### src/rtl/mwm_pkg.sv
// Shared types and constants for the mecanum wheel mixer.
// No dependencies; used by every module of the mixer.
package mwm_pkg;

   localparam int RATE_W  = 16;               // Q2.14 rate inputs
   localparam int WHEEL_W = RATE_W + 2;       // sum of three rates
   localparam int MAG_W   = WHEEL_W - 1;      // wheel magnitude, up to 3 * 2^15
   localparam int SPEED_W = 16;               // top_speed register
   localparam int QUO_W   = SPEED_W;          // scaled magnitude never exceeds top_speed
   localparam int DRIVE_W = QUO_W + 1;        // signed drive output
   localparam int PROD_W  = MAG_W + SPEED_W;  // magnitude times top_speed
   localparam int WHEELS  = 4;
   localparam int STEP_W  = $clog2(QUO_W);    // divider step counter
   localparam int QUEUE_DEPTH = 2;
   localparam int QPTR_W  = $clog2(QUEUE_DEPTH);

   localparam logic [SPEED_W-1:0] TOP_SPEED_RESET = 16'd255;

   // wheel order: front left, rear left, front right, rear right
   localparam int FL = 0;
   localparam int RL = 1;
   localparam int FR = 2;
   localparam int RR = 3;

   typedef logic [MAG_W-1:0] mag_type;

   // one classified command waiting for the back end
   typedef struct packed {
      mag_type [WHEELS-1:0] mag;
      logic [WHEELS-1:0]    neg;
      mag_type              peak;
      logic                 scaled;
   } entry_type;

endpackage

### src/rtl/mwm_front.sv
// Front end: forms the four wheel sums, their magnitudes and the peak,
// and decides whether normalisation is needed. Uses mwm_pkg.
module mwm_front #(
   parameter int FRAC_BITS = 14
) (
   input  logic signed [mwm_pkg::RATE_W-1:0] forward_rate,
   input  logic signed [mwm_pkg::RATE_W-1:0] strafe_rate,
   input  logic signed [mwm_pkg::RATE_W-1:0] turn_rate,
   output mwm_pkg::entry_type                entry
);

   localparam logic [31:0] ONE = 32'd1 << FRAC_BITS;

   logic signed [mwm_pkg::WHEEL_W-1:0] f_ext, s_ext, t_ext;
   logic signed [mwm_pkg::WHEEL_W-1:0] wheel [mwm_pkg::WHEELS];
   mwm_pkg::mag_type                   mag   [mwm_pkg::WHEELS];
   mwm_pkg::mag_type                   max_left, max_right, peak;

   always_comb begin
      f_ext = mwm_pkg::WHEEL_W'(forward_rate);
      s_ext = mwm_pkg::WHEEL_W'(strafe_rate);
      t_ext = mwm_pkg::WHEEL_W'(turn_rate);

      wheel[mwm_pkg::FL] = f_ext - s_ext + t_ext;
      wheel[mwm_pkg::RL] = f_ext + s_ext + t_ext;
      wheel[mwm_pkg::FR] = f_ext + s_ext - t_ext;
      wheel[mwm_pkg::RR] = f_ext - s_ext - t_ext;

      for (int i = 0; i < mwm_pkg::WHEELS; i++) begin
         mag[i] = wheel[i][mwm_pkg::WHEEL_W-1] ? mwm_pkg::MAG_W'(-wheel[i])
                                               : mwm_pkg::MAG_W'(wheel[i]);
         entry.mag[i] = mag[i];
         entry.neg[i] = wheel[i][mwm_pkg::WHEEL_W-1];
      end

      max_left  = (mag[0] > mag[1]) ? mag[0] : mag[1];
      max_right = (mag[2] > mag[3]) ? mag[2] : mag[3];
      peak      = (max_left > max_right) ? max_left : max_right;

      entry.peak   = peak;
      entry.scaled = {{(32 - mwm_pkg::MAG_W){1'b0}}, peak} > ONE;
   end

endmodule

### src/rtl/mwm_queue.sv
// Two-entry item queue between the front and back ends.
// Uses mwm_pkg for the entry type.
module mwm_queue (
   input  logic               clock,
   input  logic               reset,
   input  logic               push_valid,
   output logic               push_ready,
   input  mwm_pkg::entry_type push_entry,
   output logic               pop_valid,
   input  logic               pop_ready,
   output mwm_pkg::entry_type pop_entry
);

   mwm_pkg::entry_type                slot_ff [mwm_pkg::QUEUE_DEPTH];
   logic [mwm_pkg::QPTR_W-1:0]        wr_ptr_ff, wr_ptr_in;
   logic [mwm_pkg::QPTR_W-1:0]        rd_ptr_ff, rd_ptr_in;
   logic [mwm_pkg::QPTR_W:0]          count_ff, count_in;
   logic                              push, pop;

   assign push_ready = count_ff != (mwm_pkg::QPTR_W + 1)'(mwm_pkg::QUEUE_DEPTH);
   assign pop_valid  = count_ff != '0;
   assign pop_entry  = slot_ff[rd_ptr_ff];
   assign push       = push_valid && push_ready;
   assign pop        = pop_valid && pop_ready;

   always_comb begin
      wr_ptr_in = push ? wr_ptr_ff + 1'b1 : wr_ptr_ff;
      rd_ptr_in = pop ? rd_ptr_ff + 1'b1 : rd_ptr_ff;
      count_in  = count_ff;
      if (push && !pop) begin
         count_in = count_ff + 1'b1;
      end else if (pop && !push) begin
         count_in = count_ff - 1'b1;
      end
   end

   always_ff @(posedge clock) begin
      if (push) begin
         slot_ff[wr_ptr_ff] <= push_entry;
      end
   end

   always_ff @(posedge clock) begin
      if (reset) begin
         wr_ptr_ff <= '0;
         rd_ptr_ff <= '0;
         count_ff  <= '0;
      end else begin
         wr_ptr_ff <= wr_ptr_in;
         rd_ptr_ff <= rd_ptr_in;
         count_ff  <= count_in;
      end
   end

endmodule

### src/rtl/mwm_back.sv
// Back end: scales each wheel by top_speed, divides by the peak when
// normalising (four restoring lanes, one quotient bit per cycle) and holds
// the result in an output register. Uses mwm_pkg.
module mwm_back #(
   parameter int FRAC_BITS = 14
) (
   input  logic                                clock,
   input  logic                                reset,
   input  logic [mwm_pkg::SPEED_W-1:0]         top_speed,
   input  logic                                item_valid,
   output logic                                item_ready,
   input  mwm_pkg::entry_type                  item,
   output logic                                rsp_valid,
   input  logic                                rsp_ready,
   output logic signed [mwm_pkg::DRIVE_W-1:0]  rsp_front_left_drive,
   output logic signed [mwm_pkg::DRIVE_W-1:0]  rsp_rear_left_drive,
   output logic signed [mwm_pkg::DRIVE_W-1:0]  rsp_front_right_drive,
   output logic signed [mwm_pkg::DRIVE_W-1:0]  rsp_rear_right_drive,
   output logic                                rsp_was_scaled
);

   typedef enum logic [1:0] {
      ST_IDLE,
      ST_MUL,
      ST_DIV,
      ST_OUT
   } state_type;

   state_type                          state_ff, state_in;
   mwm_pkg::entry_type                 work_ff, work_in;
   logic [mwm_pkg::MAG_W-1:0]          rem_ff  [mwm_pkg::WHEELS];
   logic [mwm_pkg::MAG_W-1:0]          rem_in  [mwm_pkg::WHEELS];
   logic [mwm_pkg::QUO_W-1:0]          low_ff  [mwm_pkg::WHEELS];
   logic [mwm_pkg::QUO_W-1:0]          low_in  [mwm_pkg::WHEELS];
   logic [mwm_pkg::STEP_W-1:0]         step_ff, step_in;
   logic                               valid_ff, valid_in;
   logic [mwm_pkg::DRIVE_W-1:0]        drive_ff [mwm_pkg::WHEELS];
   logic [mwm_pkg::DRIVE_W-1:0]        drive_in [mwm_pkg::WHEELS];
   logic                               scaled_ff, scaled_in;

   logic [mwm_pkg::PROD_W-1:0]         prod    [mwm_pkg::WHEELS];
   logic [mwm_pkg::PROD_W-1:0]         shifted [mwm_pkg::WHEELS];
   logic [mwm_pkg::MAG_W:0]            trial   [mwm_pkg::WHEELS];
   logic                               take;

   assign item_ready = state_ff == ST_IDLE;
   assign take       = item_valid && item_ready;

   always_comb begin
      state_in  = state_ff;
      work_in   = work_ff;
      step_in   = step_ff;
      valid_in  = valid_ff && !rsp_ready;
      scaled_in = scaled_ff;
      for (int i = 0; i < mwm_pkg::WHEELS; i++) begin
         rem_in[i]   = rem_ff[i];
         low_in[i]   = low_ff[i];
         drive_in[i] = drive_ff[i];
         prod[i]     = {{mwm_pkg::SPEED_W{1'b0}}, work_ff.mag[i]} *
                       {{mwm_pkg::MAG_W{1'b0}}, top_speed};
         shifted[i]  = prod[i] >> FRAC_BITS;
         trial[i]    = {rem_ff[i], low_ff[i][mwm_pkg::QUO_W-1]};
      end

      unique case (state_ff)
         ST_IDLE: begin
            if (take) begin
               work_in  = item;
               state_in = ST_MUL;
            end
         end
         ST_MUL: begin
            step_in = '0;
            for (int i = 0; i < mwm_pkg::WHEELS; i++) begin
               if (work_ff.scaled) begin
                  // quotient fits QUO_W bits, so the top part is already below the peak
                  rem_in[i] = prod[i][mwm_pkg::PROD_W-1:mwm_pkg::QUO_W];
                  low_in[i] = prod[i][mwm_pkg::QUO_W-1:0];
               end else begin
                  low_in[i] = shifted[i][mwm_pkg::QUO_W-1:0];
               end
            end
            state_in = work_ff.scaled ? ST_DIV : ST_OUT;
         end
         ST_DIV: begin
            for (int i = 0; i < mwm_pkg::WHEELS; i++) begin
               if (trial[i] >= {1'b0, work_ff.peak}) begin
                  rem_in[i] = mwm_pkg::MAG_W'(trial[i] - {1'b0, work_ff.peak});
                  low_in[i] = {low_ff[i][mwm_pkg::QUO_W-2:0], 1'b1};
               end else begin
                  rem_in[i] = trial[i][mwm_pkg::MAG_W-1:0];
                  low_in[i] = {low_ff[i][mwm_pkg::QUO_W-2:0], 1'b0};
               end
            end
            step_in = step_ff + 1'b1;
            if (step_ff == mwm_pkg::STEP_W'(mwm_pkg::QUO_W - 1)) begin
               state_in = ST_OUT;
            end
         end
         ST_OUT: begin
            if (!valid_ff || rsp_ready) begin
               for (int i = 0; i < mwm_pkg::WHEELS; i++) begin
                  drive_in[i] = work_ff.neg[i] ? -{1'b0, low_ff[i]} : {1'b0, low_ff[i]};
               end
               scaled_in = work_ff.scaled;
               valid_in  = 1'b1;
               state_in  = ST_IDLE;
            end
         end
         default: begin
            state_in = ST_IDLE;
         end
      endcase
   end

   always_ff @(posedge clock) begin
      if (reset) begin
         state_ff <= ST_IDLE;
         valid_ff <= 1'b0;
      end else begin
         state_ff <= state_in;
         valid_ff <= valid_in;
      end
      work_ff   <= work_in;
      step_ff   <= step_in;
      scaled_ff <= scaled_in;
      for (int i = 0; i < mwm_pkg::WHEELS; i++) begin
         rem_ff[i]   <= rem_in[i];
         low_ff[i]   <= low_in[i];
         drive_ff[i] <= drive_in[i];
      end
   end

   assign rsp_valid             = valid_ff;
   assign rsp_front_left_drive  = drive_ff[mwm_pkg::FL];
   assign rsp_rear_left_drive   = drive_ff[mwm_pkg::RL];
   assign rsp_front_right_drive = drive_ff[mwm_pkg::FR];
   assign rsp_rear_right_drive  = drive_ff[mwm_pkg::RR];
   assign rsp_was_scaled        = scaled_ff;

endmodule

### src/rtl/mecanum_wheel_mixer_core.sv
// Mecanum X-drive wheel mixer, top level.
// Instantiates mwm_front, mwm_queue and mwm_back; uses mwm_pkg.

// Takes forward, strafe and turn rates in signed fixed point (1.0 is
// 2^FRAC_BITS) and returns four wheel drives in motor units, ordered front
// left, rear left, front right, rear right, plus a flag set when the largest
// wheel exceeded full scale and all wheels were divided by it. Each drive is
// wheel * top_speed / max(peak, 1.0), truncated toward zero. In the back end an
// item passes the idle, multiply and output states when no normalisation is
// needed, plus a divide state when it is, in which the four-lane restoring
// divider produces one quotient bit per cycle. A two-entry queue and an output
// register let new items be accepted while the back end is busy or a result
// waits. top_speed resets to 255 and is written through csr_wr_en/csr_wr_data.
module mecanum_wheel_mixer_core #(
   parameter int FRAC_BITS = 14
) (
   input  logic                                clock,
   input  logic                                reset,
   input  logic                                csr_wr_en,
   input  logic [mwm_pkg::SPEED_W-1:0]         csr_wr_data,
   input  logic                                req_valid,
   output logic                                req_ready,
   input  logic signed [mwm_pkg::RATE_W-1:0]   req_forward_rate,
   input  logic signed [mwm_pkg::RATE_W-1:0]   req_strafe_rate,
   input  logic signed [mwm_pkg::RATE_W-1:0]   req_turn_rate,
   output logic                                rsp_valid,
   input  logic                                rsp_ready,
   output logic signed [mwm_pkg::DRIVE_W-1:0]  rsp_front_left_drive,
   output logic signed [mwm_pkg::DRIVE_W-1:0]  rsp_rear_left_drive,
   output logic signed [mwm_pkg::DRIVE_W-1:0]  rsp_front_right_drive,
   output logic signed [mwm_pkg::DRIVE_W-1:0]  rsp_rear_right_drive,
   output logic                                rsp_was_scaled
);

   logic [mwm_pkg::SPEED_W-1:0] top_speed_ff, top_speed_in;
   mwm_pkg::entry_type          front_entry, queue_entry;
   logic                        queue_valid, queue_ready;

   assign top_speed_in = csr_wr_en ? csr_wr_data : top_speed_ff;

   always_ff @(posedge clock) begin
      if (reset) begin
         top_speed_ff <= mwm_pkg::TOP_SPEED_RESET;
      end else begin
         top_speed_ff <= top_speed_in;
      end
   end

   mwm_front #(
      .FRAC_BITS (FRAC_BITS)
   ) u_front (
      .forward_rate (req_forward_rate),
      .strafe_rate  (req_strafe_rate),
      .turn_rate    (req_turn_rate),
      .entry        (front_entry)
   );

   mwm_queue u_queue (
      .clock      (clock),
      .reset      (reset),
      .push_valid (req_valid),
      .push_ready (req_ready),
      .push_entry (front_entry),
      .pop_valid  (queue_valid),
      .pop_ready  (queue_ready),
      .pop_entry  (queue_entry)
   );

   mwm_back #(
      .FRAC_BITS (FRAC_BITS)
   ) u_back (
      .clock                 (clock),
      .reset                 (reset),
      .top_speed             (top_speed_ff),
      .item_valid            (queue_valid),
      .item_ready            (queue_ready),
      .item                  (queue_entry),
      .rsp_valid             (rsp_valid),
      .rsp_ready             (rsp_ready),
      .rsp_front_left_drive  (rsp_front_left_drive),
      .rsp_rear_left_drive   (rsp_rear_left_drive),
      .rsp_front_right_drive (rsp_front_right_drive),
      .rsp_rear_right_drive  (rsp_rear_right_drive),
      .rsp_was_scaled        (rsp_was_scaled)
   );

endmodule

### config.mk
export PLATFORM = sky130hd
export DESIGN_NAME = mecanum_wheel_mixer_core
export DESIGN_NICKNAME = d
export VERILOG_FILES = /design/src/rtl/mwm_pkg.sv /design/src/rtl/mwm_front.sv /design/src/rtl/mwm_queue.sv /design/src/rtl/mwm_back.sv /design/src/rtl/mecanum_wheel_mixer_core.sv
export SDC_FILE = /design/constraint.sdc
export NUM_CORES = 2
export LEC_CHECK = 0
export ABC_AREA = 1
export BUFFER_PORTS_ARGS = -buffer_cell sky130_fd_sc_hd__buf_2
export CAP_MARGIN = 20
export CELL_PAD_IN_SITES_DETAIL_PLACEMENT = 0
export CELL_PAD_IN_SITES_GLOBAL_PLACEMENT = 1
export CORE_MARGIN = 1.5
export CORE_UTILIZATION = 54
export CTS_CLUSTER_DIAMETER = 80
export DETAILED_ROUTE_END_ITERATION = 6
export GPL_TIMING_DRIVEN = 1
export PLACE_DENSITY_LB_ADDON = 0.1
export SYNTH_ARGS = -nofsm -noshare
export SYNTH_HDL_FRONTEND = slang
export SYNTH_SLANG_ARGS = --single-unit
### constraint.sdc
create_clock -name clock -period 24.2 [get_ports clock]
set_clock_uncertainty 0.1 [all_clocks]
set_input_delay 3.63 -clock clock [delete_from_list [all_inputs] [get_ports clock]]
set_output_delay 3.63 -clock clock [all_outputs]
set_load 0.005 [all_outputs]
==> summary.log <==
INFO  critical_path  critical_path.most_common_cell=sky130_fd_sc_hd__nand2_1
INFO  placed_design  dpl.hpwl=163mm
INFO  critical_path  critical_path.max_fanout=17
INFO  sta            slew_headroom=20.0%
INFO  status         failed_checks=design-rule violations
INFO  global_routing grt_antenna_before_repair=7
INFO  yosys          synth_compound_gate_area_share=6.76%
INFO  placed_design  dp_worst_setup_slack=10.12ns
INFO  yosys          synth_xor_xnor_area_share=4.16%
INFO  critical_path  cp-start-kind=input port
INFO  yosys          synth-warning-count=0
INFO  sta            timing.final.hold_violations=0
INFO  layout         nNetsFinal=9590
INFO  sta            period_share=55.4%
INFO  sta            max_freq=0.0745GHz
INFO  route          routed-via-count=52700
INFO  yosys          asyncSetResetFlopFracSynth=0%
INFO  global_routing residual_overflow_from_global_routing=0
INFO  sta            grt_setup_unrepaired=no
INFO  yosys          post_synthesis_sequential_element_count=492
INFO  critical_path  worstPathArrival=13.71ns
INFO  die            dieHeight=354um
INFO  die            die-width=354um
INFO  route          detail_route.drc_violations=1
INFO  die            core_area=122000um^2
INFO  cts            clk_pin_slew_worst_paths=0.06ns
INFO  global_routing global_route_total_usage_across_every_layer=33.1%
INFO  route          routed_wirelength=205mm
INFO  route          route.detailed.vias_per_inst=5.43
INFO  critical_path  critical_path_required=24.50ns
INFO  cts            clk_latency=0.67ns
INFO  global_routing grt_first_pass_wirelength=316mm
INFO  global_routing grt_start_max_net_pins=86
INFO  critical_path  crit_path_end_kind=flip-flop
INFO  yosys          synth_top_cells_by_count=sky130_fd_sc_hd__nand2_1, sky130_fd_sc_hd__inv_1, sky130_fd_sc_hd__fa_1
INFO  placed_design  port_bufs=139
INFO  critical_path  cp.buffers_inverters=8
INFO  cts            numCtsBuffers=60
INFO  yosys          dominant_combinational_cell_family_by_area_after_synthesis=adder cells
INFO  cts            post_cts_sizing_count=0
INFO  yosys          syn-mean-instance-area=8.24um^2
INFO  cts            cts.path.max_buffers=3
INFO  layout         areaGrowthSynthToFinish=5.97%
INFO  placed_design  finalWeightedCongestion=0.954
INFO  yosys          synth_ff_type=sky130_fd_sc_hd__edfxtp_1
INFO  die            start_util=54.6%
INFO  yosys          number_of_nets_in_the_synthesized_netlist=9661
INFO  status         status=complete, but fails checks
INFO  die            dieArea=126000um^2
INFO  cts            htreeDepth=2
INFO  yosys          synth_mux_area_share=0%
INFO  cts            post-cts-setup-buffer-count=0
INFO  yosys          synth-seq-area-share=21.8%
INFO  sta            timing.final.max_slew_violations=0
INFO  yosys          dominant_cell_by_count_in_the_synthesized_netlist=sky130_fd_sc_hd__nand2_1
INFO  global_routing first_global_vias=54000
INFO  yosys          synth_top_cells_by_area=sky130_fd_sc_hd__fa_1, sky130_fd_sc_hd__edfxtp_1, sky130_fd_sc_hd__nand2_1
INFO  cts            cts_tree=yes
INFO  min_path       min_path_type=reg -> reg
INFO  cts            post_cts_hold_buffer_count=0
INFO  yosys          syn_area=66700um^2
INFO  critical_path  critPathKind=in -> reg
INFO  route          drt-wirelength-per-cell=21.1um
INFO  yosys          post-synth-top-area-cell=sky130_fd_sc_hd__fa_1
INFO  layout         finalInstanceArea=70700um^2
INFO  yosys          synth_top_area_share=25.3%
INFO  critical_path  slowest_stage=sky130_fd_sc_hd__nor4b_1
INFO  die            design.portCount=140
INFO  critical_path  reg2reg_setup_slack=15.39ns
INFO  layout         proportion_of_layout_cells_with_a_drive_suffix_above_1=5.60%
INFO  cts            clkSinkCount=492
INFO  route          drt_pass1_iterations=7
INFO  yosys          synthAdderAreaFrac=37.5%
INFO  sta            finalSetupTns=0ns
INFO  yosys          synthDistinctLibCells=63
INFO  critical_path  slowest_delay=0.52ns
INFO  sta            worst-slew-pin-transition=1.19ns
INFO  yosys          synthesis.instances=8098
INFO  sta            setup_viol=0
INFO  placed_design  area_after_dpl=68700um^2
INFO  sta            finalWorstSetupSlack=10.78ns
INFO  die            row_count=128
INFO  yosys          yosys.area_share.simple=17.5%
INFO  flow_run       drv.max_cap_violation_count=0
INFO  route          antenna_violating_nets_left=0
INFO  cts            cts_root_buf=sky130_fd_sc_hd__clkbuf_16
INFO  yosys          synth_enable_flop_cells=469
INFO  route          drt-initial-drc-count=4396
INFO  critical_path  critPathTopFamily=simple AND/OR/NAND/NOR gates
INFO  sta            final_period_minus_worst_setup_slack=13.42ns
per-stage QoR:
step                instances  hold WS, ns  util, %
floorplan                8098        0.324        -
global placement         9587        0.336     56.2
detailed placement       9587        0.344     56.2
CTS                      9700        0.358     57.8
global route             9705        0.365     57.9
finish                   9705        0.359     57.9
worst register-to-register path, delay by kind of cell (launching register included):
| family | cells | cell delay (ns) |
|---|---|---|
| flip-flops | 1 | 0.31 |
| AND/OR/NAND/NOR | 3 | 0.36 |
| adder cells (fa/ha/maj) | 7 | 3.33 |
| XOR/XNOR | 1 | 0.95 |
| AO/OA/AOI/OAI | 9 | 2.05 |
| buffers and inverters | 8 | 1.44 |
layout make-up:
type / instances / area [um^2]
multi-input cells: 5463 / 44100
fillers: 11200 / 51500
repair buffers: 218 / 1290
clock inverters: 46 / 479
flip-flops and latches: 492 / 14600
inverters: 1792 / 6730
clock buffers: 67 / 1530
well taps: 1625 / 2030
diodes: 2 / 5.00
cells in the final DEF, fill, tap and decap left out, types with 31 or more instances in the layout:
cell / netlist / layout
sky130_fd_sc_hd__xor2_1: 237 / 237
sky130_fd_sc_hd__edfxtp_1: 469 / 469
sky130_fd_sc_hd__nor2_1: 248 / 246
sky130_fd_sc_hd__o21ai_0: 240 / 239
sky130_fd_sc_hd__buf_2: 10 / 139
sky130_fd_sc_hd__clkbuf_16: 0 / 60
sky130_fd_sc_hd__nand2_1: 2203 / 2203
sky130_fd_sc_hd__nand3_1: 226 / 226
sky130_fd_sc_hd__o211ai_1: 51 / 51
sky130_fd_sc_hd__fa_1: 842 / 842
sky130_fd_sc_hd__nand2_2: 31 / 31
sky130_fd_sc_hd__nand4_1: 45 / 45
sky130_fd_sc_hd__buf_4: 5 / 77
sky130_fd_sc_hd__ha_1: 652 / 650
sky130_fd_sc_hd__o221ai_1: 45 / 45
sky130_fd_sc_hd__xnor2_1: 78 / 78
sky130_fd_sc_hd__o21bai_1: 33 / 33
sky130_fd_sc_hd__nor3_1: 40 / 40
sky130_fd_sc_hd__a21oi_1: 283 / 282
sky130_fd_sc_hd__inv_1: 1764 / 1761
flip-flops by register name, indices dropped and copies added, names as in the netlist:
name and cells:
top_speed_ff 16, u_back.drive_ff 68, u_back.low_ff 64, u_back.rem_ff 68, u_back.rsp_valid 1, u_back.rsp_was_scaled 1, u_back.state_ff 2, u_back.step_ff 4
u_back.work_ff 88, u_queue.count_ff 2, u_queue.rd_ptr_ff 1, u_queue.slot_ff 176, u_queue.wr_ptr_ff 1
worst paths after layout:
path                                               startpoint  cells past startpoint                               to
worst max-delay path                      req_forward_rate[0]                     56  u_queue.slot_ff[1][0]$_DFFE_PP_
worst min-delay path            u_back.low_ff[0][0]$_DFFE_PP_                      0  u_back.drive_ff[0][0]$_DFFE_PP_
worst max register to register   top_speed_ff[3]$_SDFFE_PP1P_                     28   u_back.low_ff[0][13]$_DFFE_PP_
worst min register to register  u_back.low_ff[0][0]$_DFFE_PP_                      0  u_back.drive_ff[0][0]$_DFFE_PP_
kinds of logic after synthesis:
logic type | count (synthesis)
AOI/OAI and AO/OA | 770
adders and majority gates | 1494
DFF | 492
and+or+nand+nor | 2883
xor gates and xnor gates | 316
buffers and inverters | 2143
layer usage:
layer / routed length (um) / global-route usage, % / up-vias
met5: 0 / 0 / -
met4: 8050 / 11.3 / 0
met3: 15400 / 5.76 / 300
met2: 96300 / 55.6 / 1857
met1: 84800 / 43.3 / 25900
li1: - / - / 24600
Power is not shown: default switching activity piles up to over one toggle a cycle in this logic, so the estimate is an artifact.
